--- config.mk ---
export PLATFORM = sky130hd
export DESIGN_NAME = swipe_wake_gesture_detector_flat
export DESIGN_NICKNAME = d
export VERILOG_FILES = /design/src/rtl/core/swg_pkg.sv /design/src/rtl/core/swg_req_if.sv /design/src/rtl/core/swg_rsp_if.sv /design/src/rtl/core/swg_csr.sv /design/src/rtl/core/swg_tracker.sv /design/src/rtl/core/swipe_wake_gesture_detector.sv /design/src/flat_wrapper.sv
export SDC_FILE = /design/constraint.sdc
export NUM_CORES = 1
export LEC_CHECK = 0
export ABC_AREA = 1
export BUFFER_PORTS_ARGS = -buffer_cell sky130_fd_sc_hd__buf_2
export CAP_MARGIN = 0
export CORE_ASPECT_RATIO = 2
export CORE_UTILIZATION = 40
export CTS_BUF_LIST = sky130_fd_sc_hd__clkbuf_4
export DETAILED_ROUTE_END_ITERATION = 10
export SLEW_MARGIN = 10
export SYNTH_ARGS = -nofsm -noshare
export SYNTH_HDL_FRONTEND = slang
export SYNTH_SLANG_ARGS = --single-unit
export TNS_END_PERCENT = 20
--- constraint.sdc ---
create_clock -name clock -period 3.7 [get_ports clock]
set_clock_uncertainty 0.15 [all_clocks]
set_input_delay 0.37 -clock clock [delete_from_list [all_inputs] [get_ports clock]]
set_output_delay 0.37 -clock clock [all_outputs]
set_load 0.005 [all_outputs]
--- src/rtl/core/swg_pkg.sv ---
// ----------------------------------------------------------------------------
// swg_pkg
// Shared types and constants of the swipe-to-wake gesture detector.
// ----------------------------------------------------------------------------
package swg_pkg;

   localparam int COORD_W = 12;
   localparam int CSR_IDX_W = 3;
   localparam int CSR_DATA_W = COORD_W;
   localparam int STAGE_W = 2;

   typedef logic [COORD_W-1:0] coord_type;
   typedef logic [STAGE_W-1:0] stage_type;
   typedef logic [CSR_IDX_W-1:0] csr_idx_type;

   localparam csr_idx_type CSR_ENABLE = 3'd0;
   localparam csr_idx_type CSR_SCREEN_OFF = 3'd1;
   localparam csr_idx_type CSR_FIRST_MARK = 3'd2;
   localparam csr_idx_type CSR_SECOND_MARK = 3'd3;
   localparam csr_idx_type CSR_SCREEN_WIDTH = 3'd4;
   localparam csr_idx_type CSR_FINAL_MARGIN = 3'd5;
   localparam csr_idx_type CSR_LOWER_BAND_Y = 3'd6;

   localparam coord_type RST_FIRST_MARK = 12'd100;
   localparam coord_type RST_SECOND_MARK = 12'd300;
   localparam coord_type RST_SCREEN_WIDTH = 12'd400;
   localparam coord_type RST_FINAL_MARGIN = 12'd50;
   localparam coord_type RST_LOWER_BAND_Y = 12'd800;

   localparam stage_type STAGE_DONE = 2'd2;

   typedef struct packed {
      logic      enable;
      logic      screen_off;
      coord_type first_mark;
      coord_type second_mark;
      coord_type screen_width;
      coord_type final_margin;
      coord_type lower_band_y;
   } cfg_type;

   typedef struct packed {
      coord_type touch_x;
      coord_type touch_y;
      logic      one_finger;
   } sample_type;

   typedef struct packed {
      logic      press_power;
      stage_type sweep_stage;
   } result_type;

endpackage

--- src/rtl/core/swg_req_if.sv ---
// ----------------------------------------------------------------------------
// swg_req_if
// Touch sample channel: valid/ready handshake with the sample fields.
// ----------------------------------------------------------------------------
interface swg_req_if;
   logic              valid;
   logic              ready;
   swg_pkg::coord_type touch_x;
   swg_pkg::coord_type touch_y;
   logic              one_finger;

   modport source (output valid, output touch_x, output touch_y, output one_finger,
                   input ready);
   modport sink (input valid, input touch_x, input touch_y, input one_finger,
                 output ready);
endinterface

--- src/rtl/core/swg_rsp_if.sv ---
// ----------------------------------------------------------------------------
// swg_rsp_if
// Gesture result channel: valid/ready handshake with the result fields.
// ----------------------------------------------------------------------------
interface swg_rsp_if;
   logic              valid;
   logic              ready;
   logic              press_power;
   swg_pkg::stage_type sweep_stage;

   modport source (output valid, output press_power, output sweep_stage, input ready);
   modport sink (input valid, input press_power, input sweep_stage, output ready);
endinterface

--- src/rtl/core/swg_csr.sv ---
// ----------------------------------------------------------------------------
// swg_csr
// Configuration registers; a screen_off write requests a progress clear.
// ----------------------------------------------------------------------------
module swg_csr (
   input  logic                         clock,
   input  logic                         reset,
   input  logic                         csr_we,
   input  swg_pkg::csr_idx_type         csr_index,
   input  logic [swg_pkg::CSR_DATA_W-1:0] csr_wdata,
   output swg_pkg::cfg_type             cfg,
   output logic                         clear_progress
);

   swg_pkg::cfg_type cfg_ff;
   swg_pkg::cfg_type cfg_in;

   always_comb begin
      cfg_in = cfg_ff;
      clear_progress = 1'b0;
      if (csr_we) begin
         case (csr_index)
            swg_pkg::CSR_ENABLE: cfg_in.enable = csr_wdata[0];
            swg_pkg::CSR_SCREEN_OFF: begin
               cfg_in.screen_off = csr_wdata[0];
               clear_progress = 1'b1;
            end
            swg_pkg::CSR_FIRST_MARK: cfg_in.first_mark = csr_wdata;
            swg_pkg::CSR_SECOND_MARK: cfg_in.second_mark = csr_wdata;
            swg_pkg::CSR_SCREEN_WIDTH: cfg_in.screen_width = csr_wdata;
            swg_pkg::CSR_FINAL_MARGIN: cfg_in.final_margin = csr_wdata;
            swg_pkg::CSR_LOWER_BAND_Y: cfg_in.lower_band_y = csr_wdata;
            default: cfg_in = cfg_ff;
         endcase
      end
   end

   always_ff @(posedge clock) begin
      if (reset) begin
         cfg_ff.enable <= 1'b0;
         cfg_ff.screen_off <= 1'b0;
         cfg_ff.first_mark <= swg_pkg::RST_FIRST_MARK;
         cfg_ff.second_mark <= swg_pkg::RST_SECOND_MARK;
         cfg_ff.screen_width <= swg_pkg::RST_SCREEN_WIDTH;
         cfg_ff.final_margin <= swg_pkg::RST_FINAL_MARGIN;
         cfg_ff.lower_band_y <= swg_pkg::RST_LOWER_BAND_Y;
      end else begin
         cfg_ff <= cfg_in;
      end
   end

   assign cfg = cfg_ff;

endmodule

--- src/rtl/core/swg_tracker.sv ---
// ----------------------------------------------------------------------------
// swg_tracker
// Swipe progress latches and the per-sample range tests.
// ----------------------------------------------------------------------------
module swg_tracker (
   input  logic                 clock,
   input  logic                 reset,
   input  swg_pkg::cfg_type     cfg,
   input  logic                 clear_progress,
   input  logic                 advance,
   input  swg_pkg::sample_type  sample,
   output swg_pkg::result_type  result
);

   logic first_ff, second_ff, armed_ff;
   logic first_in, second_in, armed_in;
   logic first_nx, second_nx, armed_nx;

   // 13-bit signed compares; edge goes negative when margin exceeds width
   logic signed [swg_pkg::COORD_W:0] x_s, y_s, m1_s, m2_s, edge_s, margin_s, band_s;
   logic in_band, s1, s2, fin, press;

   always_comb begin
      x_s = $signed({1'b0, sample.touch_x});
      y_s = $signed({1'b0, sample.touch_y});
      m1_s = $signed({1'b0, cfg.first_mark});
      m2_s = $signed({1'b0, cfg.second_mark});
      margin_s = $signed({1'b0, cfg.final_margin});
      band_s = $signed({1'b0, cfg.lower_band_y});
      edge_s = $signed({1'b0, cfg.screen_width}) - margin_s;

      if (cfg.screen_off) begin
         in_band = (y_s > 0);
         s1 = (x_s > 0) && (x_s < m1_s) && in_band;
         s2 = (x_s > m1_s) && (x_s < m2_s) && in_band;
         fin = (x_s > m2_s) && in_band && (x_s > edge_s);
      end else begin
         in_band = (y_s > band_s);
         s1 = (x_s < edge_s) && (x_s > m2_s) && in_band;
         s2 = (x_s < m2_s) && (x_s > m1_s) && in_band;
         fin = (x_s < m1_s) && in_band && (x_s < margin_s);
      end

      first_nx = first_ff;
      second_nx = second_ff;
      armed_nx = armed_ff;
      press = 1'b0;
      if (!sample.one_finger) begin
         first_nx = 1'b0;
         second_nx = 1'b0;
         armed_nx = 1'b1;
      end else if (cfg.enable) begin
         if (first_ff || s1) begin
            first_nx = 1'b1;
            if (second_ff || s2) begin
               second_nx = 1'b1;
               if (fin && armed_ff) begin
                  press = 1'b1;
                  armed_nx = 1'b0;
               end
            end
         end
      end

      result.press_power = press;
      result.sweep_stage = swg_pkg::stage_type'({1'b0, first_nx}) +
                           swg_pkg::stage_type'({1'b0, second_nx});

      first_in = first_ff;
      second_in = second_ff;
      armed_in = armed_ff;
      if (clear_progress) begin
         first_in = 1'b0;
         second_in = 1'b0;
         armed_in = 1'b1;
      end else if (advance) begin
         first_in = first_nx;
         second_in = second_nx;
         armed_in = armed_nx;
      end
   end

   always_ff @(posedge clock) begin
      if (reset) begin
         first_ff <= 1'b0;
         second_ff <= 1'b0;
         armed_ff <= 1'b1;
      end else begin
         first_ff <= first_in;
         second_ff <= second_in;
         armed_ff <= armed_in;
      end
   end

`ifndef SYNTH
   a_press_needs_armed: assert property (@(posedge clock) disable iff (reset)
      result.press_power |-> armed_ff)
      else $error("press raised while disarmed");

   a_press_disarms: assert property (@(posedge clock) disable iff (reset)
      advance && result.press_power && !clear_progress |=> !armed_ff)
      else $error("still armed after a press transfer");

   a_second_needs_first: assert property (@(posedge clock) disable iff (reset)
      second_ff |-> first_ff)
      else $error("second mark latched without first");
`endif

endmodule

--- src/rtl/core/swipe_wake_gesture_detector.sv ---
// ----------------------------------------------------------------------------
// swipe_wake_gesture_detector
// Follows a horizontal swipe over touch samples and requests a power press.
//
//  port       dir  kind            fields
//  req_chan   in   valid/ready     touch_x[12] touch_y[12] one_finger
//  rsp_chan   out  valid/ready     press_power sweep_stage[2]
//  csr_*      in   write strobe    csr_index[3] csr_wdata[12]
//
// One sample per cycle while the result register is not stalled; each result is registered.
// Path: input register -> range compares and latch update -> result register.
// Reset (synchronous) empties both registers and restores the register defaults.
// A stalled result register holds the input register, which then drops ready.
// ----------------------------------------------------------------------------
module swipe_wake_gesture_detector (
   input  logic                         clock,
   input  logic                         reset,
   swg_req_if.sink                      req_chan,
   swg_rsp_if.source                    rsp_chan,
   input  logic                         csr_we,
   input  swg_pkg::csr_idx_type         csr_index,
   input  logic [swg_pkg::CSR_DATA_W-1:0] csr_wdata
);

   swg_pkg::cfg_type    cfg;
   logic                clear_progress;
   swg_pkg::sample_type in_data_ff, in_data_in;
   logic                in_valid_ff, in_valid_in;
   swg_pkg::result_type out_data_ff, out_data_in, result;
   logic                out_valid_ff, out_valid_in;
   logic                out_free, advance;

   swg_csr u_csr (
      .clock          (clock),
      .reset          (reset),
      .csr_we         (csr_we),
      .csr_index      (csr_index),
      .csr_wdata      (csr_wdata),
      .cfg            (cfg),
      .clear_progress (clear_progress)
   );

   swg_tracker u_tracker (
      .clock          (clock),
      .reset          (reset),
      .cfg            (cfg),
      .clear_progress (clear_progress),
      .advance        (advance),
      .sample         (in_data_ff),
      .result         (result)
   );

   always_comb begin
      out_free = !out_valid_ff || rsp_chan.ready;
      advance = in_valid_ff && out_free;
      req_chan.ready = !in_valid_ff || out_free;

      in_valid_in = (in_valid_ff && !advance) || (req_chan.valid && req_chan.ready);
      in_data_in = in_data_ff;
      if (req_chan.valid && req_chan.ready) begin
         in_data_in.touch_x = req_chan.touch_x;
         in_data_in.touch_y = req_chan.touch_y;
         in_data_in.one_finger = req_chan.one_finger;
      end

      out_valid_in = advance || (out_valid_ff && !rsp_chan.ready);
      out_data_in = advance ? result : out_data_ff;
   end

   always_ff @(posedge clock) begin
      if (reset) begin
         in_valid_ff <= 1'b0;
         out_valid_ff <= 1'b0;
      end else begin
         in_valid_ff <= in_valid_in;
         out_valid_ff <= out_valid_in;
      end
   end

   always_ff @(posedge clock) begin
      in_data_ff <= in_data_in;
      out_data_ff <= out_data_in;
   end

   assign rsp_chan.valid = out_valid_ff;
   assign rsp_chan.press_power = out_data_ff.press_power;
   assign rsp_chan.sweep_stage = out_data_ff.sweep_stage;

`ifndef SYNTH
   a_press_at_done: assert property (@(posedge clock) disable iff (reset)
      rsp_chan.valid && rsp_chan.press_power |-> rsp_chan.sweep_stage == swg_pkg::STAGE_DONE)
      else $error("press reported before both marks");

   a_input_held: assert property (@(posedge clock) disable iff (reset)
      in_valid_ff && !out_free |=> in_valid_ff && $stable(in_data_ff))
      else $error("pending sample lost while result stalled");

   a_stage_range: assert property (@(posedge clock) disable iff (reset)
      rsp_chan.valid |-> rsp_chan.sweep_stage != 2'd3)
      else $error("sweep stage out of range");
`endif

endmodule
--- src/flat_wrapper.sv ---
// flat-port wrapper written by rule: the top's interface ports become plain ports
module swipe_wake_gesture_detector_flat 
  (clock, reset, csr_we, csr_index, csr_wdata, req_chan_valid, req_chan_touch_x, req_chan_touch_y, req_chan_one_finger, req_chan_ready, rsp_chan_valid, rsp_chan_press_power, rsp_chan_sweep_stage, rsp_chan_ready);
  swg_req_if req_chan_i ();
  swg_rsp_if rsp_chan_i ();
  input  logic clock;
  input  logic reset;
  input  logic csr_we;
  input  swg_pkg::csr_idx_type csr_index;
  input  logic [swg_pkg::CSR_DATA_W-1:0] csr_wdata;
  input wire logic [$bits(req_chan_i.valid)-1:0] req_chan_valid;
  input wire logic [$bits(req_chan_i.touch_x)-1:0] req_chan_touch_x;
  input wire logic [$bits(req_chan_i.touch_y)-1:0] req_chan_touch_y;
  input wire logic [$bits(req_chan_i.one_finger)-1:0] req_chan_one_finger;
  output wire logic [$bits(req_chan_i.ready)-1:0] req_chan_ready;
  output wire logic [$bits(rsp_chan_i.valid)-1:0] rsp_chan_valid;
  output wire logic [$bits(rsp_chan_i.press_power)-1:0] rsp_chan_press_power;
  output wire logic [$bits(rsp_chan_i.sweep_stage)-1:0] rsp_chan_sweep_stage;
  input wire logic [$bits(rsp_chan_i.ready)-1:0] rsp_chan_ready;
  assign req_chan_i.valid = req_chan_valid;
  assign req_chan_i.touch_x = req_chan_touch_x;
  assign req_chan_i.touch_y = req_chan_touch_y;
  assign req_chan_i.one_finger = req_chan_one_finger;
  assign req_chan_ready = req_chan_i.ready;
  assign rsp_chan_valid = rsp_chan_i.valid;
  assign rsp_chan_press_power = rsp_chan_i.press_power;
  assign rsp_chan_sweep_stage = rsp_chan_i.sweep_stage;
  assign rsp_chan_i.ready = rsp_chan_ready;
  swipe_wake_gesture_detector u_core (.clock(clock), .reset(reset), .req_chan(req_chan_i), .rsp_chan(rsp_chan_i), .csr_we(csr_we), .csr_index(csr_index), .csr_wdata(csr_wdata));
endmodule
==> flow_metrics.env, run 1 <==
export IMPL_status="finished, final reports clean"
export IMPL_place_congestion=0.858
export IMPL_ys_seq_elements=95
export IMPL_vias=4628
export IMPL_clk_latency_ns=0.47
export IMPL_register_area_um2=2180
export IMPL_maxSlewViolCount=0
export IMPL_htree_levels=3
export IMPL_routed_via_density=5.13
export IMPL_grt_pass1_wl_um=21900
export IMPL_critPathArrivalTime_ns=3.56
export IMPL_root_buffer="clkbuf_4"
export IMPL_postRouteWirelength_um=13600
export IMPL_synth_edf_count=28
export IMPL_dpl_hpwl_um=10700
export IMPL_clock_sinks=95
export IMPL_clock_path_buffers=2
export IMPL_async_flop_share_pct=0
export IMPL_wl_per_cell_um=15.1
export IMPL_synth_top_family_by_area="adder cells"
export IMPL_layout_min_cycle_time_ns=3.46
export IMPL_drcViolationCount=0
export IMPL_synth_mux_area_share_pct=0
export IMPL_cts_tree="done"
export IMPL_ioPinCount=50
export IMPL_ys_warnings_count=0
export IMPL_synthesis_nets=783
export IMPL_max_freq_mhz=289
export IMPL_grt_max_degree=34
export IMPL_rows=59
export IMPL_grt_most_used_layer="met2"
export IMPL_max_slew_margin_pct=32.9
export IMPL_pwr_share_clk_pct=28.6
export IMPL_die_area_um2=14000
export IMPL_syn_to_final_growth_pct=17.3
export IMPL_grt_usage_pct=20.3
export IMPL_p_sw_share_pct=28.6
export IMPL_syn_area_per_cell_um2=8.09
export IMPL_use_met1_pct=19.4
export IMPL_hold_violations=0
export IMPL_cts_buffers=9
export IMPL_synth_cell_type_count=34
export IMPL_met2_usage_pct=39.0
export IMPL_clk_pin_slew_ns=0.16
export IMPL_critPathLaunchType="flop"
export IMPL_final_core_util_pct=48.3
export IMPL_multi_input_area_um2=2830
export IMPL_synthFlopType="dfxtp_1"
export IMPL_netlist_instances=665
export IMPL_setup_viol=0
export IMPL_power_density_nw_per_um2=348
export IMPL_yosys_area_share_simple_pct=16.0
export IMPL_critPathKind="reg2reg"
export IMPL_die_w_um=84.0
export IMPL_power_leakage_uw=0.00292
export IMPL_grt_antenna_before_repair=1
export IMPL_p_int_uw=1570
export IMPL_cp_data_required_time_ns=3.80
export IMPL_fin_nets=862
export IMPL_grt_use_met3_pct=2.93
export IMPL_grt_pass1_vias=4584
export IMPL_hp_class="in2reg"
export IMPL_synth_xor_area_share_pct=1.63
export IMPL_synth_seq_area_share_pct=40.5
export IMPL_synth_area_um2=5380
export IMPL_drive_gt1_share_pct=12.8
export IMPL_seqPwrFrac_pct=52.4
export IMPL_p_comb_share_pct=19.0
export IMPL_crit_path_end_kind="flop"
export IMPL_worst_pin_slew_ns=1.01
export IMPL_finalSetupTns_ns=0
export IMPL_fillers=1284
export IMPL_portBuffers=49
export IMPL_p_sw_uw=627
export IMPL_die_h_um=166
export IMPL_synthAdderAreaFrac_pct=17.1
export IMPL_grt_overflow_total=0
export IMPL_drt_iter0_drc=170
export IMPL_whs_ns=0.0437
export IMPL_max_cap_violations=0
export IMPL_fin_crit_sh_pct=93.6
export IMPL_core_area_um2=13100
export IMPL_synth_compound_area_share_pct=16.3
export IMPL_crit_fanout=4
export IMPL_start_util_pct=41.2
export IMPL_vdd_ir_drop_max_uv=269
export IMPL_ant_nets=0
export IMPL_first_pass_iters=4
cells in the mapped netlist (2+ instances only):
| master | number | share of area (%) |
|---|---|---|
| nand2_1 | 104 | 7.3 |
| o211ai_1 | 12 | 1.7 |
| xor2_1 | 8 | 1.3 |
| ha_1 | 72 | 17 |
| nand3_1 | 20 | 1.9 |
| clkbuf_1 | 9 | 0.63 |
| nor2_2 | 2 | 0.23 |
| buf_2 | 4 | 0.37 |
| xnor2_1 | 2 | 0.33 |
| o21ai_1 | 2 | 0.19 |
| inv_2 | 3 | 0.21 |
| edfxtp_1 | 28 | 16 |
| nand4_1 | 7 | 0.81 |
| o21bai_1 | 2 | 0.28 |
| nor3_1 | 4 | 0.37 |
| nor4_1 | 3 | 0.35 |
| nand2_2 | 2 | 0.23 |
| a21o_1 | 2 | 0.28 |
| o21a_1 | 2 | 0.28 |
| inv_1 | 103 | 7.2 |
| nor2_1 | 61 | 4.3 |
| dfxtp_1 | 67 | 25 |
| a21oi_1 | 74 | 6.9 |
| o21ai_0 | 61 | 5.7 |
| a21oi_2 | 2 | 0.33 |
cells by family after synthesis:
kind of cell             after synthesis
XOR/XNOR                              10
AND/OR/NAND/NOR                      207
flip-flops                            95
adder cells (fa/ha/maj)               73
AO/OA/AOI/OAI                        161
buffers and inverters                119
cell type report:
class,count,area share [%]
Sequential cell,95,34.6
Inverter,106,6.30
Multi-Input combinational cell,451,44.8
Tap cell,152,3.01
Clock buffer,10,1.19
Antenna cell,1,0.0396
Timing Repair Buffer,81,8.72
Clock inverter,6,1.33
state kept, by name (all words and copies together) (netlist names):
| name | count |
|---|---|
| u_core.in_data_ff | 25 |
| u_core.in_valid_ff | 1 |
| u_core.rsp_chan.sweep_stage | 2 |
| u_core.rsp_chan.valid | 1 |
| u_core.rsp_chan.press_power | 1 |
| u_core.u_tracker.second_ff | 1 |
| u_core.u_csr.cfg | 62 |
| u_core.u_tracker.armed_ff | 1 |
| u_core.u_tracker.first_ff | 1 |
power by group through the flow:
stage                     Combinational (uW)  Sequential (uW)  Clock, uW
after detailed placement                 384             1170          0
after global placement                   372             1170          0
after global routing                     480             1160        690
after CTS                                408             1150        650
after floorplan                          262             1160          0
final                                    418             1150        628
layout by cell type (no fill, tap or decap), drive strengths merged, types with 2 or more instances in the layout:
master	n
inv	107
nand2	106
a21oi	77
ha	72
dfxtp	67
nor2	63
o21ai	63
buf	55
edfxtp	28
dlygate4sd3	26
nand3	20
o211ai	12
clkbuf	10
xor2	8
nand4	7
nor3	5
nor4	3
a21o	2
o21a	2
xnor2	2
bufinv	2
clkinv	2
o21bai	2
critical path, cell delays in order, from the launching register on:
cell and delay [ns]:
dfxtp_2 0.37, ha_4 0.17, fa_2 0.39, o21ai_4 0.16, a21oi_2 0.09, nor2_2 0.11, nor2_2 0.06, o21ai_1 0.15
xor2_1 0.17, ha_1 0.26, a21oi_1 0.13, nor2_1 0.05, nor2_1 0.13, nand2_1 0.12, inv_1 0.08, nand3_2 0.07
nand2_2 0.12, nand2_1 0.06, nand2_1 0.07, nand2_2 0.06, inv_2 0.05, ha_1 0.21
path summary, 6_finish.rpt:
| check | startpoint | endpoint | slack (ns) | depth (start not counted) |
|---|---|---|---|---|
| worst min register to register | u_core.u_csr.cfg[4]$_SDFFE_PP0P_ | u_core.u_csr.cfg[4]$_SDFFE_PP0P_ | 0.31 | 2 |
| worst max-delay path | u_core.u_csr.cfg[12]$_SDFFE_PP0P_ | u_core.rsp_chan.sweep_stage[0]$_DFFE_PP_ | 0.24 | 21 |
| worst max register to register | u_core.u_csr.cfg[12]$_SDFFE_PP0P_ | u_core.rsp_chan.sweep_stage[0]$_DFFE_PP_ | 0.24 | 21 |
| worst min-delay path | rsp_chan_ready | u_core.rsp_chan.valid$_SDFF_PP0_ | 0.04 | 4 |
metrics by stage:
stage	std cells	total power, uW	area [um^2]	setup WS, ns
floorplan	665	1420	5380	0.381
global placement	857	1540	5790	0.0825
detailed placement	857	1560	5790	-0.0109
CTS	899	2210	6220	0.0319
global route	902	2330	6310	-0.0116
finish	902	2200	6310	0.238
routing by layer:
| layer | vias up | routed length [um] |
|---|---|---|
| met1 | 2133 | 5030 |
| met3 | 38 | 270 |
| met5 | - | 0 |
| met4 | 0 | 754 |
| li1 | 2372 | - |
| met2 | 85 | 7570 |
what timing repair did:
item,CTS,global route
resized for setup,1,20
setup endpoints to repair,1,2
pin swaps,0,12
hold buffers,26,0
endpoints found under the hold margin,26,0
setup buffers,0,2
(Power assumes the default switching activity.)
==> run 2, diff against run 1 <==
--- a/config.mk
+++ b/config.mk
@@ -8,10 +8,13 @@
 export ABC_AREA = 1
 export BUFFER_PORTS_ARGS = -buffer_cell sky130_fd_sc_hd__buf_2
 export CAP_MARGIN = 0
+export CELL_PAD_IN_SITES_DETAIL_PLACEMENT = 1
+export CELL_PAD_IN_SITES_GLOBAL_PLACEMENT = 1
 export CORE_ASPECT_RATIO = 2
 export CORE_UTILIZATION = 40
 export CTS_BUF_LIST = sky130_fd_sc_hd__clkbuf_4
 export DETAILED_ROUTE_END_ITERATION = 10
+export PLACE_DENSITY_LB_ADDON = 0.1
 export SLEW_MARGIN = 10
 export SYNTH_ARGS = -nofsm -noshare
 export SYNTH_HDL_FRONTEND = slang
==> run 2 against run 1 <==
Utilization fell by 0.60 points. Count of clock-buffer cells in the layout fell by 1. Die area did not move. Critical path depth rose by 1. Global-route usage rose by 2.9 points. Via count rose by 2.6%. Design area fell by 1.2%. Hold slack improved by 0.0038 ns. Register-to-register slack improved by 0.06 ns. Final cell count rose by 0.11%. Maximum frequency rose by 1.7%. Critical path type unchanged. Critical endpoint unchanged.
==> flow_metrics.env, run 2 (synthesis gave the netlist of run 1 again) <==
export IMPL_drcViolationCount=0
export IMPL_cp_buffers_inverters=3
export IMPL_clock_sinks=95
export IMPL_critPathLaunchType="flop"
export IMPL_dpl_hpwl_um=12100
export IMPL_first_pass_iters=4
export IMPL_root_buffer="clkbuf_4"
export IMPL_wl_per_cell_um=16.8
export IMPL_clk_pin_slew_ns=0.16
export IMPL_clk_latency_ns=0.47
export IMPL_drive_gt1_share_pct=11.9
export IMPL_setup_viol=0
export IMPL_die_area_um2=14000
export IMPL_ant_nets=0
export IMPL_grt_usage_pct=23.2
export IMPL_fin_area_um2=6230
export IMPL_place_congestion=0.869
export IMPL_critPathKind="reg2reg"
export IMPL_crit_top_cell="nor2_1"
export IMPL_slowest_delay_ns=0.38
export IMPL_p_sw_share_pct=31.3
export IMPL_layout_commonest_cell="nand2_1"
export IMPL_worst_pin_slew_ns=0.609
export IMPL_maxSlewViolCount=0
export IMPL_die_w_um=84.0
export IMPL_vias=4750
export IMPL_routed_via_density=5.26
export IMPL_clock_path_buffers=2
export IMPL_max_slew_margin_pct=59.3
export IMPL_htree_levels=3
export IMPL_start_util_pct=41.2
export IMPL_p_int_uw=1430
export IMPL_grt_antenna_before_repair=1
export IMPL_die_h_um=166
export IMPL_crit_fanout=4
export IMPL_power_uw=2080
export IMPL_cp_top_family="adder cells"
export IMPL_seqPwrFrac_pct=55.4
export IMPL_hold_violations=0
export IMPL_grt_overflow_total=0
export IMPL_grt_max_degree=39
export IMPL_hp_class="in2reg"
export IMPL_max_freq_mhz=294
export IMPL_fin_nets=863
export IMPL_p_comb_share_pct=20.0
export IMPL_largest_reg_flops=62
export IMPL_layout_min_cycle_time_ns=3.40
export IMPL_power_density_nw_per_um2=333
export IMPL_crit_chain="inv_1 > ha_1 > fa_2 > o21ai_4 > a21oi_2 > nor2_1 > nor2_1 > o21ai_1 > xor2_1 > ha_1 > a21oi_1 > nor2_1 > nor2_1 > nand2_1 > inv_1 > nand3_1 > nand2_2 > nand2_1 > nand2_1 > nand2_2 > inv_1 > ha_1"
export IMPL_syn_to_final_growth_pct=15.8
export IMPL_p_sw_uw=651
export IMPL_fin_crit_sh_pct=92.0
export IMPL_drt_iter0_drc=157
export IMPL_critPathArrivalTime_ns=3.50
export IMPL_max_cap_violations=0
export IMPL_portBuffers=49
export IMPL_slowest_stage="fa_2"
export IMPL_core_area_um2=13100
export IMPL_cts_buffers=9
export IMPL_grt_pass1_vias=5160
export IMPL_placed_area_um2=5800
export IMPL_status="finished, final reports clean"
export IMPL_vdd_ir_drop_max_uv=186
export IMPL_final_cell_mix="nand2_1, inv_1, a21oi_1, ha_1, dfxtp_1"
export IMPL_ioPinCount=50
export IMPL_cts_tree="done"
export IMPL_rows=59
export IMPL_power_leakage_uw=0.00290
export IMPL_grt_pass1_wl_um=24800
export IMPL_pwr_share_clk_pct=24.6
export IMPL_postRouteWirelength_um=15200
export IMPL_cp_data_required_time_ns=3.80
export IMPL_crit_path_end_kind="flop"
run 2: power groups by stage:
stage               clock, uW  combinational [uW]  sequential (uW)
finish                    511                 415             1150
global route              569                 482             1160
CTS                       534                 418             1150
detailed placement          0                 393             1180
global placement            0                 377             1170
floorplan                   0                 262             1160
run 2: cell type report:
class	instances	area (um^2)
tap	152	190
sequential	95	2180
antenna	1	2.50
clock inverter	7	48.8
clock buffer	9	67.6
multi-input combinational	451	2790
timing repair buffer	82	561
inverter	106	398
fill	1671	6830
run 2: repair_timing:
item / CTS / global route
pin swaps: 0 / 1
endpoints found under the setup margin: 1 / 2
buffers inserted: 0 / 1
resized for setup: 1 / 7
hold endpoints to repair: 27 / 0
hold buffers: 27 / 0
run 2: final timing paths:
check,start,endpoint,slack (ns),cells past startpoint
worst max-delay path,u_core.u_csr.cfg[24]$_SDFFE_PP0P_,u_core.rsp_chan.sweep_stage[0]$_DFFE_PP_,0.30,22
worst min-delay path,csr_index[2],u_core.u_csr.cfg[61]$_SDFFE_PP0P_,0.05,4
worst max register to register,u_core.u_csr.cfg[24]$_SDFFE_PP0P_,u_core.rsp_chan.sweep_stage[0]$_DFFE_PP_,0.30,22
worst min register to register,u_core.u_csr.cfg[40]$_SDFFE_PP0P_,u_core.u_csr.cfg[40]$_SDFFE_PP0P_,0.32,2
run 2: worst register-to-register path, stage by stage, from the launching register on:
cell and delay (ns):
dfxtp_1 0.35, inv_1 0.05, ha_1 0.20, fa_2 0.38, o21ai_4 0.17, a21oi_2 0.09, nor2_1 0.09, nor2_1 0.07
o21ai_1 0.14, xor2_1 0.16, ha_1 0.26, a21oi_1 0.14, nor2_1 0.05, nor2_1 0.11, nand2_1 0.10, inv_1 0.07
nand3_1 0.07, nand2_2 0.11, nand2_1 0.06, nand2_1 0.07, nand2_2 0.06, inv_1 0.06, ha_1 0.21
run 2: metrics by stage:
step                setup WS (ns)  hold slack, ns  utilization, %   TNS [ns]  cells
floorplan                   0.381           0.273               -          0    665
global placement           0.0461           0.284            44.4          0    858
detailed placement        -0.0297           0.304            44.4    -0.0297    858
CTS                        0.0642         0.00924            47.4          0    901
global route            -0.000573          0.0378            47.7  -0.000573    903
finish                      0.296          0.0475            47.7          0    903
run 2: layer usage:
layer | up-vias | wire, um | track usage [%]
li1 | 2379 | - | -
met1 | 2288 | 5520 | 22.6
met2 | 55 | 8830 | 46.2
met3 | 28 | 225 | 2.93
met4 | 0 | 580 | 11.2
met5 | - | 0 | 0
